[src/rtl/core/cle_pkg.sv]
`timescale 1ns / 1ps
package cle_pkg;

	// line store
	localparam int LINE_DEPTH = 64;
	localparam int AW = $clog2(LINE_DEPTH);

	// front-to-back queue
	localparam int QUEUE_DEPTH = 2;

	// key codes
	localparam logic [7:0] KEY_NONE  = 8'h00;
	localparam logic [7:0] KEY_ENTER = 8'h0A;
	localparam logic [7:0] KEY_BACK  = 8'h08;
	localparam logic [7:0] KEY_LEFT  = 8'h80;
	localparam logic [7:0] KEY_RIGHT = 8'h81;

	localparam logic [7:0] CHAR_SPACE = 8'h20;

	// result actions
	localparam logic [2:0] ACT_ECHO   = 3'd0;
	localparam logic [2:0] ACT_REDRAW = 3'd1;
	localparam logic [2:0] ACT_LEFT   = 3'd2;
	localparam logic [2:0] ACT_RIGHT  = 3'd3;
	localparam logic [2:0] ACT_SUBMIT = 3'd4;

	// command codes
	localparam logic [2:0] CODE_EMPTY   = 3'd0;
	localparam logic [2:0] CODE_UNKNOWN = 3'd6;

	localparam int NUM_WORDS = 5;

	typedef enum logic [2:0] {
		OP_ENTER,
		OP_LEFT,
		OP_RIGHT,
		OP_BACK,
		OP_INSERT
	} op_t;

	typedef struct packed {
		op_t        op;
		logic [7:0] key;
	} item_t;

	// command word lengths: clear, hello, reboot, halt, meminfo
	function automatic logic [2:0] word_len(input logic [2:0] w);
		logic [2:0] len;
		unique case (w)
			3'd0:    len = 3'd5;
			3'd1:    len = 3'd5;
			3'd2:    len = 3'd6;
			3'd3:    len = 3'd4;
			3'd4:    len = 3'd7;
			default: len = 3'd0;
		endcase
		return len;
	endfunction

	// character i of command word w, first character in the low byte
	function automatic logic [7:0] word_char(input logic [2:0] w, input logic [2:0] i);
		logic [63:0] word;
		unique case (w)
			3'd0:    word = 64'h0000_0072_6165_6c63;
			3'd1:    word = 64'h0000_006f_6c6c_6568;
			3'd2:    word = 64'h0000_746f_6f62_6572;
			3'd3:    word = 64'h0000_0000_746c_6168;
			3'd4:    word = 64'h006f_666e_696d_656d;
			default: word = 64'h0;
		endcase
		return word[i*8 +: 8];
	endfunction

endpackage

[src/rtl/core/cle_ram.sv]
`timescale 1ns / 1ps
module cle_ram #(
	parameter int WIDTH = 8,
	parameter int DEPTH = 64
) (
	input  logic                     clk,
	input  logic                     we,
	input  logic [$clog2(DEPTH)-1:0] waddr,
	input  logic [WIDTH-1:0]         wdata,
	input  logic [$clog2(DEPTH)-1:0] raddr,
	output logic [WIDTH-1:0]         rdata
);

	logic [WIDTH-1:0] mem_q [DEPTH];

	always_ff @(posedge clk) begin
		if (we) begin
			mem_q[waddr] <= wdata;
		end
		rdata <= mem_q[raddr];
	end

endmodule

[src/rtl/core/cle_queue.sv]
`timescale 1ns / 1ps
module cle_queue (
	input  logic            clk,
	input  logic            arst_n,
	input  logic            push,
	input  cle_pkg::item_t  push_item,
	output logic            full,
	output logic            pop_valid,
	output cle_pkg::item_t  pop_item,
	input  logic            pop
);

	localparam int PW = $clog2(cle_pkg::QUEUE_DEPTH);
	localparam int CW = $clog2(cle_pkg::QUEUE_DEPTH + 1);

	cle_pkg::item_t entry_q [cle_pkg::QUEUE_DEPTH];
	logic [PW-1:0]  wr_ptr_q;
	logic [PW-1:0]  rd_ptr_q;
	logic [CW-1:0]  fill_q;
	logic           do_push;
	logic           do_pop;

	assign full      = (fill_q == CW'(cle_pkg::QUEUE_DEPTH));
	assign pop_valid = (fill_q != '0);
	assign pop_item  = entry_q[rd_ptr_q];
	assign do_push   = push && !full;
	assign do_pop    = pop && pop_valid;

	always_ff @(posedge clk or negedge arst_n) begin
		if (!arst_n) begin
			wr_ptr_q <= '0;
			rd_ptr_q <= '0;
			fill_q   <= '0;
		end else begin
			if (do_push) begin
				wr_ptr_q <= (wr_ptr_q == PW'(cle_pkg::QUEUE_DEPTH - 1)) ? '0 : wr_ptr_q + 1'b1;
			end
			if (do_pop) begin
				rd_ptr_q <= (rd_ptr_q == PW'(cle_pkg::QUEUE_DEPTH - 1)) ? '0 : rd_ptr_q + 1'b1;
			end
			if (do_push && !do_pop) begin
				fill_q <= fill_q + 1'b1;
			end else if (do_pop && !do_push) begin
				fill_q <= fill_q - 1'b1;
			end
		end
	end

	always_ff @(posedge clk) begin
		if (do_push) begin
			entry_q[wr_ptr_q] <= push_item;
		end
	end

endmodule

[src/rtl/core/cle_front.sv]
`timescale 1ns / 1ps
module cle_front (
	input  logic            in_valid,
	output logic            in_ready,
	input  logic [7:0]      key,
	input  logic            queue_full,
	output logic            push,
	output cle_pkg::item_t  push_item
);

	// null key is taken and dropped here
	assign in_ready = !queue_full;
	assign push     = in_valid && !queue_full && (key != cle_pkg::KEY_NONE);

	always_comb begin
		push_item.key = key;
		unique case (key)
			cle_pkg::KEY_ENTER: push_item.op = cle_pkg::OP_ENTER;
			cle_pkg::KEY_BACK:  push_item.op = cle_pkg::OP_BACK;
			cle_pkg::KEY_LEFT:  push_item.op = cle_pkg::OP_LEFT;
			cle_pkg::KEY_RIGHT: push_item.op = cle_pkg::OP_RIGHT;
			default:            push_item.op = cle_pkg::OP_INSERT;
		endcase
	end

endmodule

[src/rtl/core/cle_back.sv]
`timescale 1ns / 1ps
module cle_back (
	input  logic            clk,
	input  logic            arst_n,
	input  logic            q_valid,
	input  cle_pkg::item_t  q_item,
	output logic            q_pop,
	output logic            out_valid,
	input  logic            out_ready,
	output logic [2:0]      action,
	output logic [7:0]      char_value,
	output logic [5:0]      position,
	output logic [5:0]      cursor_now,
	output logic [5:0]      line_length,
	output logic [2:0]      command_code,
	output logic            last
);

	localparam int AW = cle_pkg::AW;

	typedef enum logic [3:0] {
		ST_IDLE,
		ST_MOVE,
		ST_SH_FETCH,
		ST_SH_WRITE,
		ST_INS_KEY,
		ST_ECHO,
		ST_BK_FETCH,
		ST_BK_WRITE,
		ST_RD_FETCH,
		ST_RD_EMIT,
		ST_SPACE,
		ST_MT_FETCH,
		ST_MT_USE,
		ST_SUBMIT
	} state_t;

	state_t                     state_q;
	logic [AW-1:0]              count_q;
	logic [AW-1:0]              cursor_q;
	logic [AW-1:0]              idx_q;
	logic [7:0]                 key_q;
	logic [2:0]                 move_act_q;
	logic [cle_pkg::NUM_WORDS-1:0] mask_q;
	logic [2:0]                 code_q;

	logic                       out_valid_q;
	logic [2:0]                 action_q;
	logic [7:0]                 char_q;
	logic [AW-1:0]              pos_q;
	logic [AW-1:0]              curn_q;
	logic [AW-1:0]              len_q;
	logic [2:0]                 cmd_q;
	logic                       last_q;

	logic                       slot_free;
	logic                       res_load;
	logic                       ram_we;
	logic [AW-1:0]              ram_waddr;
	logic [7:0]                 ram_wdata;
	logic [7:0]                 ram_rdata;
	logic [cle_pkg::NUM_WORDS-1:0] len_mask;
	logic [cle_pkg::NUM_WORDS-1:0] mask_nx;
	logic [2:0]                 code_nx;

	assign slot_free = !out_valid_q || out_ready;
	assign q_pop     = (state_q == ST_IDLE) && q_valid;

	// a result is loaded into the output register this cycle
	assign res_load  = slot_free && ((state_q == ST_MOVE) || (state_q == ST_ECHO) ||
		(state_q == ST_RD_EMIT) || (state_q == ST_SPACE) || (state_q == ST_SUBMIT));

	// read address follows the index register; the read data is registered in the RAM
	cle_ram #(
		.WIDTH(8),
		.DEPTH(cle_pkg::LINE_DEPTH)
	) u_line_ram (
		.clk  (clk),
		.we   (ram_we),
		.waddr(ram_waddr),
		.wdata(ram_wdata),
		.raddr(idx_q),
		.rdata(ram_rdata)
	);

	always_comb begin
		ram_we    = 1'b0;
		ram_waddr = idx_q;
		ram_wdata = ram_rdata;
		unique case (state_q)
			ST_SH_WRITE: begin
				ram_we    = 1'b1;
				ram_waddr = idx_q + 1'b1;
			end
			ST_BK_WRITE: begin
				ram_we    = 1'b1;
				ram_waddr = idx_q - 1'b1;
			end
			ST_INS_KEY: begin
				ram_we    = 1'b1;
				ram_waddr = cursor_q;
				ram_wdata = key_q;
			end
			default: begin
			end
		endcase
	end

	// command word match
	always_comb begin
		logic found;
		found   = 1'b0;
		code_nx = cle_pkg::CODE_UNKNOWN;
		for (int w = 0; w < cle_pkg::NUM_WORDS; w++) begin
			len_mask[w] = (count_q == AW'(cle_pkg::word_len(3'(w))));
			mask_nx[w]  = mask_q[w] &&
				(ram_rdata == cle_pkg::word_char(3'(w), idx_q[2:0]));
		end
		for (int w = 0; w < cle_pkg::NUM_WORDS; w++) begin
			if (mask_nx[w] && !found) begin
				code_nx = 3'(w + 1);
				found   = 1'b1;
			end
		end
	end

	always_ff @(posedge clk or negedge arst_n) begin
		if (!arst_n) begin
			state_q     <= ST_IDLE;
			count_q     <= '0;
			cursor_q    <= '0;
			idx_q       <= '0;
			key_q       <= '0;
			move_act_q  <= cle_pkg::ACT_LEFT;
			mask_q      <= '0;
			code_q      <= cle_pkg::CODE_EMPTY;
			out_valid_q <= 1'b0;
			action_q    <= cle_pkg::ACT_ECHO;
			char_q      <= '0;
			pos_q       <= '0;
			curn_q      <= '0;
			len_q       <= '0;
			cmd_q       <= cle_pkg::CODE_EMPTY;
			last_q      <= 1'b0;
		end else begin
			if (res_load) begin
				out_valid_q <= 1'b1;
			end else if (out_ready) begin
				out_valid_q <= 1'b0;
			end
			unique case (state_q)
				ST_IDLE: begin
					if (q_valid) begin
						key_q <= q_item.key;
						unique case (q_item.op)
							cle_pkg::OP_ENTER: begin
								if (count_q == '0) begin
									code_q  <= cle_pkg::CODE_EMPTY;
									state_q <= ST_SUBMIT;
								end else if (len_mask == '0) begin
									code_q  <= cle_pkg::CODE_UNKNOWN;
									state_q <= ST_SUBMIT;
								end else begin
									mask_q  <= len_mask;
									idx_q   <= '0;
									state_q <= ST_MT_FETCH;
								end
							end
							cle_pkg::OP_LEFT: begin
								if (cursor_q != '0) begin
									cursor_q   <= cursor_q - 1'b1;
									move_act_q <= cle_pkg::ACT_LEFT;
									state_q    <= ST_MOVE;
								end
							end
							cle_pkg::OP_RIGHT: begin
								if (cursor_q < count_q) begin
									cursor_q   <= cursor_q + 1'b1;
									move_act_q <= cle_pkg::ACT_RIGHT;
									state_q    <= ST_MOVE;
								end
							end
							cle_pkg::OP_BACK: begin
								if (cursor_q != '0) begin
									cursor_q <= cursor_q - 1'b1;
									count_q  <= count_q - 1'b1;
									if (cursor_q < count_q) begin
										idx_q   <= cursor_q;
										state_q <= ST_BK_FETCH;
									end else begin
										idx_q   <= '0;
										state_q <= (count_q == AW'(1)) ? ST_SPACE : ST_RD_FETCH;
									end
								end
							end
							cle_pkg::OP_INSERT: begin
								if (count_q < AW'(cle_pkg::LINE_DEPTH - 1)) begin
									if (count_q > cursor_q) begin
										idx_q   <= count_q - 1'b1;
										state_q <= ST_SH_FETCH;
									end else begin
										state_q <= ST_INS_KEY;
									end
								end
							end
							default: begin
							end
						endcase
					end
				end
				ST_MOVE: begin
					if (slot_free) begin
						action_q    <= move_act_q;
						char_q      <= '0;
						pos_q       <= cursor_q;
						curn_q      <= cursor_q;
						len_q       <= count_q;
						cmd_q       <= cle_pkg::CODE_EMPTY;
						last_q      <= 1'b1;
						state_q     <= ST_IDLE;
					end
				end
				ST_SH_FETCH: begin
					state_q <= ST_SH_WRITE;
				end
				ST_SH_WRITE: begin
					if (idx_q == cursor_q) begin
						state_q <= ST_INS_KEY;
					end else begin
						idx_q   <= idx_q - 1'b1;
						state_q <= ST_SH_FETCH;
					end
				end
				ST_INS_KEY: begin
					count_q  <= count_q + 1'b1;
					cursor_q <= cursor_q + 1'b1;
					if (cursor_q == count_q) begin
						state_q <= ST_ECHO;
					end else begin
						idx_q   <= '0;
						state_q <= ST_RD_FETCH;
					end
				end
				ST_ECHO: begin
					if (slot_free) begin
						action_q    <= cle_pkg::ACT_ECHO;
						char_q      <= key_q;
						pos_q       <= cursor_q - 1'b1;
						curn_q      <= cursor_q;
						len_q       <= count_q;
						cmd_q       <= cle_pkg::CODE_EMPTY;
						last_q      <= 1'b1;
						state_q     <= ST_IDLE;
					end
				end
				ST_BK_FETCH: begin
					state_q <= ST_BK_WRITE;
				end
				ST_BK_WRITE: begin
					if (idx_q == count_q) begin
						idx_q   <= '0;
						state_q <= ST_RD_FETCH;
					end else begin
						idx_q   <= idx_q + 1'b1;
						state_q <= ST_BK_FETCH;
					end
				end
				ST_RD_FETCH: begin
					state_q <= ST_RD_EMIT;
				end
				ST_RD_EMIT: begin
					if (slot_free) begin
						action_q    <= cle_pkg::ACT_REDRAW;
						char_q      <= ram_rdata;
						pos_q       <= idx_q;
						curn_q      <= cursor_q;
						len_q       <= count_q;
						cmd_q       <= cle_pkg::CODE_EMPTY;
						last_q      <= 1'b0;
						if (idx_q == count_q - 1'b1) begin
							state_q <= ST_SPACE;
						end else begin
							idx_q   <= idx_q + 1'b1;
							state_q <= ST_RD_FETCH;
						end
					end
				end
				ST_SPACE: begin
					if (slot_free) begin
						action_q    <= cle_pkg::ACT_REDRAW;
						char_q      <= cle_pkg::CHAR_SPACE;
						pos_q       <= count_q;
						curn_q      <= cursor_q;
						len_q       <= count_q;
						cmd_q       <= cle_pkg::CODE_EMPTY;
						last_q      <= 1'b1;
						state_q     <= ST_IDLE;
					end
				end
				ST_MT_FETCH: begin
					state_q <= ST_MT_USE;
				end
				ST_MT_USE: begin
					mask_q <= mask_nx;
					if (idx_q == count_q - 1'b1) begin
						code_q  <= code_nx;
						state_q <= ST_SUBMIT;
					end else begin
						idx_q   <= idx_q + 1'b1;
						state_q <= ST_MT_FETCH;
					end
				end
				ST_SUBMIT: begin
					if (slot_free) begin
						action_q    <= cle_pkg::ACT_SUBMIT;
						char_q      <= '0;
						pos_q       <= '0;
						curn_q      <= '0;
						len_q       <= count_q;
						cmd_q       <= code_q;
						last_q      <= 1'b1;
						count_q     <= '0;
						cursor_q    <= '0;
						state_q     <= ST_IDLE;
					end
				end
				default: begin
					state_q <= ST_IDLE;
				end
			endcase
		end
	end

	assign out_valid    = out_valid_q;
	assign action       = action_q;
	assign char_value   = char_q;
	assign position     = 6'(pos_q);
	assign cursor_now   = 6'(curn_q);
	assign line_length  = 6'(len_q);
	assign command_code = cmd_q;
	assign last         = last_q;

endmodule

[src/rtl/core/console_line_editor.sv]
`timescale 1ns / 1ps
// Console line editor.
// Input channel: in_valid / in_ready with one key code per item. A front
// stage classifies the key and drops null keys; other keys go into a
// two-entry queue, so in_ready is low only while that queue is full.
// Output channel: out_valid / out_ready, one result per item, fields as
// ports. A key gives zero, one, or a redraw run of line_length + 1 results;
// last marks the final result of each key.
// A cursor move loads its result from the move state; an end-of-line
// insert writes the key and then echoes it. Each character step through
// the line store (shift for an insert or delete, redraw, command compare)
// is a fetch state and then a use state, set by the registered read of
// the single line RAM: a mid-line insert shifts, writes the key and redraws
// the line, a delete shifts any later characters and redraws, and enter
// compares the line against the command words and then submits.
// The back end works on one key at a time and returns to its idle state
// between keys.
// When out_ready is low the result waits in the output register and the
// back end holds; the queue keeps taking keys until it fills.
// Reset (arst_n low) empties the line, puts the cursor at zero and flushes
// the queue and output register. The line RAM is not cleared; only
// entries that were written are ever read.
module console_line_editor (
	input  logic       clk,
	input  logic       arst_n,
	input  logic       in_valid,
	output logic       in_ready,
	input  logic [7:0] key,
	output logic       out_valid,
	input  logic       out_ready,
	output logic [2:0] action,
	output logic [7:0] char_value,
	output logic [5:0] position,
	output logic [5:0] cursor_now,
	output logic [5:0] line_length,
	output logic [2:0] command_code,
	output logic       last
);

	logic           queue_full;
	logic           push;
	cle_pkg::item_t push_item;
	logic           q_valid;
	cle_pkg::item_t q_item;
	logic           q_pop;

	// classify keys
	cle_front u_front (
		.in_valid  (in_valid),
		.in_ready  (in_ready),
		.key       (key),
		.queue_full(queue_full),
		.push      (push),
		.push_item (push_item)
	);

	// decouples key intake from the editing engine
	cle_queue u_queue (
		.clk      (clk),
		.arst_n   (arst_n),
		.push     (push),
		.push_item(push_item),
		.full     (queue_full),
		.pop_valid(q_valid),
		.pop_item (q_item),
		.pop      (q_pop)
	);

	// editing engine: line store, cursor, redraw and command match
	cle_back u_back (
		.clk         (clk),
		.arst_n      (arst_n),
		.q_valid     (q_valid),
		.q_item      (q_item),
		.q_pop       (q_pop),
		.out_valid   (out_valid),
		.out_ready   (out_ready),
		.action      (action),
		.char_value  (char_value),
		.position    (position),
		.cursor_now  (cursor_now),
		.line_length (line_length),
		.command_code(command_code),
		.last        (last)
	);

	// only redraw runs span several results
	a_single_last: assert property (@(posedge clk) disable iff (!arst_n)
		out_valid && (action != cle_pkg::ACT_REDRAW) |-> last)
		else $error("single result without last");

	// command code appears only on a submit
	a_code_submit: assert property (@(posedge clk) disable iff (!arst_n)
		out_valid && (action != cle_pkg::ACT_SUBMIT) |-> (command_code == cle_pkg::CODE_EMPTY))
		else $error("command code outside submit");

	// cursor stays within the line
	a_cursor_in_line: assert property (@(posedge clk) disable iff (!arst_n)
		out_valid && (action != cle_pkg::ACT_SUBMIT) |-> (cursor_now <= line_length))
		else $error("cursor past line end");

	// a submit reports the cursor home
	a_submit_home: assert property (@(posedge clk) disable iff (!arst_n)
		out_valid && (action == cle_pkg::ACT_SUBMIT) |-> (cursor_now == 6'd0) && (position == 6'd0))
		else $error("submit with cursor not home");

endmodule
[config.mk]
export PLATFORM = sky130hd
export DESIGN_NAME = console_line_editor
export DESIGN_NICKNAME = d
export VERILOG_FILES = /design/src/rtl/core/cle_pkg.sv /design/src/rtl/core/cle_ram.sv /design/src/rtl/core/cle_queue.sv /design/src/rtl/core/cle_front.sv /design/src/rtl/core/cle_back.sv /design/src/rtl/core/console_line_editor.sv
export SDC_FILE = /design/constraint.sdc
export NUM_CORES = 1
export LEC_CHECK = 0
export ABC_AREA = 1
export BUFFER_PORTS_ARGS = -buffer_cell sky130_fd_sc_hd__clkbuf_2
export CAP_MARGIN = 20
export CELL_PAD_IN_SITES_DETAIL_PLACEMENT = 0
export CELL_PAD_IN_SITES_GLOBAL_PLACEMENT = 1
export CORE_AREA = 2 2 282 284
export CTS_CLUSTER_DIAMETER = 50
export DETAILED_ROUTE_END_ITERATION = 16
export DIE_AREA = 0 0 284 286
export GPL_ROUTABILITY_DRIVEN = 0
export PLACE_DENSITY_LB_ADDON = 0.15
export SLEW_MARGIN = 0
export SYNTH_ARGS = -nofsm -noshare
export SYNTH_HDL_FRONTEND = slang
export SYNTH_HIERARCHICAL = 1
export SYNTH_SLANG_ARGS = --single-unit
[constraint.sdc]
create_clock -name clk -period 9.66 [get_ports clk]
set_input_delay 2.898 -clock clk [delete_from_list [all_inputs] [get_ports clk]]
set_output_delay 2.898 -clock clk [all_outputs]
set_load 0.02 [all_outputs]
==> qor.csv, run 1 <==
metric,value,unit
Post-synth EDFFs,534,
Startpoint Class,flop,
via/cell ratio,5.21,
syn nets,2915,
GR Util All Layers,20.8,%
number of global-route vias before repair,20200,
Syn-to-layout area delta,12.9,%
Crit. Startpoint,u_back/idx_q[1],
RSZ-0062 raised after global routing,false,
maxcap violations,0,
crit path capture type,flop,
worst skew pair latency,0.62,ns
"Top FF cell, synth",edfxtp_1,
share of cells above drive strength 1,9.84,%
Buf/Inv on CP,1,
register area,0.0181,mm²
Async SR Flop Fraction,12.4,%
Multi-input gate area,0.00911,mm²
Core Area,0.0784,mm²
Worst-path clk slew,0.06,ns
mean routed wirelength per cell,21.5,µm
fillers,7723,
count of cell types in the netlist,50,
detailed-route via count,20800,
ant diodes,0,
Final Hold Viols,0,
most frequent cells in the layout,"nand2_1, edfxtp_1, nand3_1",
I/O Pins,47,
antenna violations before repair,0,
Worst Skew,0.0225,ns
die footprint,0.0812,mm²
Tmin final,4.97,ns
Slew Limit Headroom,20.1,%
DRT Pass-1 Iters,5,
placed insts,3843,
site row count,103,
peak supply drop,0.243,mV
WP data arrival,5.22,ns
pwr/cell area,332,mW/mm²
Starting Density,36.5,%
Port Buffers,46,
DRT Wirelength,86000,µm
antenna-violating nets left,0,
first-pass GRT wire length,128000,µm
post-route setup TNS,0,ns
status,completed,
"Core Util, Final",41.3,%
"Seq/Total Area, Yosys",63.3,%
post-cts resize count,0,
dpl hpwl,53200,µm
hold path startpoint,u_queue/fill_q[1],
critical path cell sequence,"buf_4, ha_1, nand3_1, xor2_1, a21oi_1, o21ai_0, nor2_1, nand3_1, nor2_1",
synthesis-stage register bit count,619,
worst hold path class,reg -> reg,
yosys warns,6,
Post-Syn Area,0.0286,mm²
"commonest non-fill, non-tap cell in the layout",nand2_1,
die width,284,µm
setup violators final,0,
crit-path max cell delay,1.13,ns
Final period util,51.5,%
Critical Path RT,9.91,ns
clock sink count,619,
fin. max-slew vios,0,
TritonCTS clock tree,done,
# hold bufs at CTS,0,
synthesized area per cell,9.94,µm²
fmax,0.201,GHz
Crit Path Max Fanout,91,
R2R Path Start,u_back/idx_q[1],
largest net degree at the start of global routing,218,
worst slew pin tran,1.19,ns
Setup CP Type,reg -> reg,
Die H,286,µm
Post-CTS Setup Inserts,0,
clk buf depth,3,
worst hold slack,0.472,ns
clk root buf,clkbuf_16,
final non-filler cell total,3997,
slowest CP cell,dfrtp_4,
critical path's top delay family,simple AND/OR/NAND/NOR gates,
H-tree depth,3,
final global-route overflow total,0,
Post-Synthesis Cells,2881,
DRC Markers,0,
drt first-iter violations,1970,
Nets,2916,
leakage,12.6,nW
TritonCTS Buffers,80,
==> worst register-to-register path, cell delays in order (launching register included) <==
cell,delay (ns)
dfrtp_4,1.13
buf_4,0.72
ha_1,0.35
nand3_1,0.10
xor2_1,0.22
a21oi_1,0.17
o21ai_0,0.44
nor2_1,0.29
nand3_1,0.45
nor2_1,0.74
==> area by class of cell <==
class | count | share of cell area, %
well taps | 1050 | 4.06
clock inverters | 56 | 2.14
multi-input cells | 1977 | 28.2
clock buffers | 91 | 6.48
repair buffers | 71 | 1.49
inverters | 133 | 1.57
flip-flops and latches | 619 | 56.1
==> through the flow <==
| stage | setup WS [ns] | area, µm² | power, mW |
|---|---|---|---|
| 2_1_floorplan | 5.46 | 28600 | 6.30 |
| 3_3_place_gp | 4.82 | 29500 | 7.70 |
| 3_5_place_dp | 4.73 | 29500 | 7.70 |
| 4_1_cts | 4.73 | 32200 | 10.8 |
| 5_1_grt | 4.44 | 32300 | 11.3 |
| 6_report | 4.69 | 32300 | 10.7 |
==> sequential cells by signal, summed over array words and instances, names as in the netlist, 3 cells and up <==
| register | count |
|---|---|
| u_back/action | 3 |
| u_back/char_value | 8 |
| u_back/code_q | 3 |
| u_back/command_code | 3 |
| u_back/count_q | 6 |
| u_back/cursor_now | 6 |
| u_back/cursor_q | 6 |
| u_back/idx_q | 6 |
| u_back/key_q | 8 |
| u_back/line_length | 6 |
| u_back/mask_q | 5 |
| u_back/position | 6 |
| u_back/state_q | 4 |
| u_back/u_line_ram/mem_q | 512 |
| u_back/u_line_ram/rdata | 8 |
| u_queue/entry_q | 22 |
==> kinds of logic (layout without fill, tap and decap cells) <==
family | count (synthesis) | after routing | synth area share [%]
AND/OR/NAND/NOR | 1779 | 1779 | 26.8
flip-flops | 619 | 619 | 63.3
buffers and inverters | 285 | 351 | 5.20
AO/OA/AOI/OAI | 156 | 156 | 3.17
adder cells (fa/ha/maj) | 22 | 22 | 0.961
XOR/XNOR | 20 | 20 | 0.612
==> report_power, final <==
part,total (mW),switching (mW),internal [mW]
clock,3.09,1.20,1.88
sequential,3.85,0.294,3.56
combinational,3.81,2.89,0.916
total,10.7,4.39,6.35
==> synth_stat cells (all sizes together), types with 13 or more instances <==
cell	instances	area share (%)
buf	139	3.3
nor3	20	0.38
nor2	164	2.7
nand2	1055	14
a21oi	43	0.84
nand3	520	9.1
inv	131	1.7
clkbuf	13	0.17
ha	22	0.96
xor2	15	0.46
nand4	16	0.35
dfrtp	77	6.7
edfxtp	534	56
o21ai	75	1.3
==> routing by layer <==
layer  track usage [%]  share of wire (%)  vias up
met5                 0                  0        -
met4              5.93                2.2        0
met3              3.65                6.1      126
met2              32.1                 45      608
met1              30.1                 47    10200
li1                  -                  -     9840
==> path summary, 6_finish.rpt <==
path,cells after the start,slack (ns),end
max in group asynchronous,2,6.89,u_back/mask_q[0]
min reg2reg,2,0.47,u_queue/fill_q[1]
max reg2reg,9,4.69,u_back/u_line_ram/mem_q[45][5]
max,9,4.69,u_back/u_line_ram/mem_q[45][5]
min,2,0.47,u_queue/fill_q[1]
min in group asynchronous,1,2.14,u_back/position[0]
No activity file was read; power rests on OpenSTA's default activity.
==> run 2: changes to the inputs <==
- clock period: 9.66 -> 4.9 ns (I/O delays scaled with it)
==> run 2 against run 1 <==
Global-route usage down 0.083 points. Design area down 0.19%. Via count down 0.15%. Clock-buffer cell count up 1. Total power up 94%. Register-to-register slack worse by 3.8 ns. First-iteration DRC count down 16%. Critical endpoint is now u_back/u_line_ram/mem_q[15][1]. Largest cell class unchanged. Highest routed layer unchanged.
==> qor.csv, run 2 (synthesis gave the netlist of run 1 again) <==
metric,value,unit
clock network power share,27.5,%
Buf/Inv on CP,2,
Crit Path Max Fanout,47,
post-cts resize count,0,
GR Util All Layers,20.7,%
fillers,7678,
first-pass GRT wire length,127000,µm
crit path capture type,flop,
Port Buffers,46,
TritonCTS Buffers,77,
mean routed wirelength per cell,21.2,µm
maxcap violations,0,
# hold bufs at CTS,0,
largest net degree at the start of global routing,268,
dpl ws,0.936,ns
sequential share of power,36.0,%
"commonest non-fill, non-tap cell in the layout",nand2_1,
most frequent cells in the layout,"nand2_1, edfxtp_1, nand3_1",
worst skew pair latency,0.62,ns
leakage,12.5,nW
combinational power share,36.5,%
crit-path max cell delay,0.83,ns
worst hold path class,reg -> reg,
share of cells above drive strength 1,9.86,%
status,completed,
I/O Pins,47,
pwr/cell area,646,mW/mm²
max reg flops,512,
clk buf depth,3,
setup ws final,0.887,ns
Tmin final,4.01,ns
cell-internal power,12.4,mW
H-tree depth,3,
RSZ-0062 raised after global routing,false,
via/cell ratio,5.19,
Setup CP Type,reg -> reg,
register area,0.0181,mm²
post-route setup TNS,0,ns
Final period util,81.9,%
die width,284,µm
critical path's top delay family,simple AND/OR/NAND/NOR gates,
DRC Markers,0,
Nets,2924,
Largest regs,"u_back/u_line_ram/mem_q (512), u_queue/entry_q (22)",
worst slew pin tran,1.16,ns
WP data arrival,4.26,ns
die footprint,0.0812,mm²
clk root buf,clkbuf_16,
slowest CP cell,dfrtp_4,
Post-CTS Setup Inserts,0,
Worst-path clk slew,0.05,ns
TritonCTS clock tree,done,
drt first-iter violations,1661,
antenna-violating nets left,0,
Multi-input gate area,0.00911,mm²
peak supply drop,0.413,mV
Startpoint Class,flop,
fin. max-slew vios,0,
detailed-route via count,20800,
DRT Pass-1 Iters,7,
Critical Path RT,5.15,ns
Net Sw Frac,40.8,%
Reg with most FFs,u_back/u_line_ram/mem_q,
site row count,103,
dpl hpwl,55200,µm
fmax,0.249,GHz
number of global-route vias before repair,20100,
setup violators final,0,
final global-route overflow total,0,
Starting Density,36.5,%
Final Hold Viols,0,
Die H,286,µm
clock sink count,619,
NetSw,8.51,mW
Syn-to-layout area delta,12.7,%
DRT Wirelength,85000,µm
Slew Limit Headroom,22.5,%
Worst Skew,0.0248,ns
critical path cell sequence,"inv_2, ha_1, o2111ai_1, inv_1, nor3_1, nand2_1, nor2_1",
ant diodes,0,
Core Area,0.0784,mm²
antenna violations before repair,0,
run 2: path summary, 6_finish.rpt:
path / startpoint / end / slack [ns] / cells past startpoint
worst min register to register: u_back/last / u_back/last / 0.47 / 2
min in group asynchronous: arst_n / u_back/line_length[2] / 0.83 / 1
worst max-delay path: u_back/idx_q[2] / u_back/u_line_ram/mem_q[15][1] / 0.89 / 7
worst min-delay path: u_back/last / u_back/last / 0.47 / 2
max in group asynchronous: arst_n / u_back/char_value[0] / 3.46 / 2
worst max register to register: u_back/idx_q[2] / u_back/u_line_ram/mem_q[15][1] / 0.89 / 7
run 2: power groups by stage:
stage / logic, mW / clock network (mW) / registers (mW)
4_1_cts: 7.66 / 5.86 / 7.52
2_1_floorplan: 4.84 / 0 / 7.59
5_1_grt: 8.42 / 6.07 / 7.57
3_3_place_gp: 7.61 / 0 / 7.62
6_report: 7.61 / 5.73 / 7.52
3_5_place_dp: 7.64 / 0 / 7.62
run 2: layout make-up:
cell class	instances	share of cell area [%]
clock buffer	92	6.37
multi-input combinational	1977	28.2
clock inverter	48	1.70
tap	1050	4.07
sequential	619	56.2
inverter	133	1.58
timing repair buffer	82	1.88
run 2: routing by layer:
layer,global-route usage [%],share of wire (%)
met3,3.32,6.0
met2,32.5,45
met1,29.5,46
met5,0,0
met4,6.50,2.6
run 2: metrics by stage:
stage	std cells	power [mW]	utilization, %	cell area (µm²)	hold WS [ns]
floorplan	2881	12.4	-	28600	0.442
global placement	3858	15.2	37.8	29600	0.455
detailed placement	3859	15.3	37.8	29600	0.465
CTS	3999	21.0	41.1	32200	0.477
global route	4001	22.1	41.2	32300	0.516
finish	4001	20.9	41.2	32300	0.473
run 2: worst reg2reg max path, delay by kind of cell, from the launching register on:
kind / cells / cell delay (ns)
simple gates: 3 / 1.49
flops: 1 / 0.83
buf+inv: 2 / 0.48
compound gates: 1 / 0.43
fa+ha+maj: 1 / 0.40
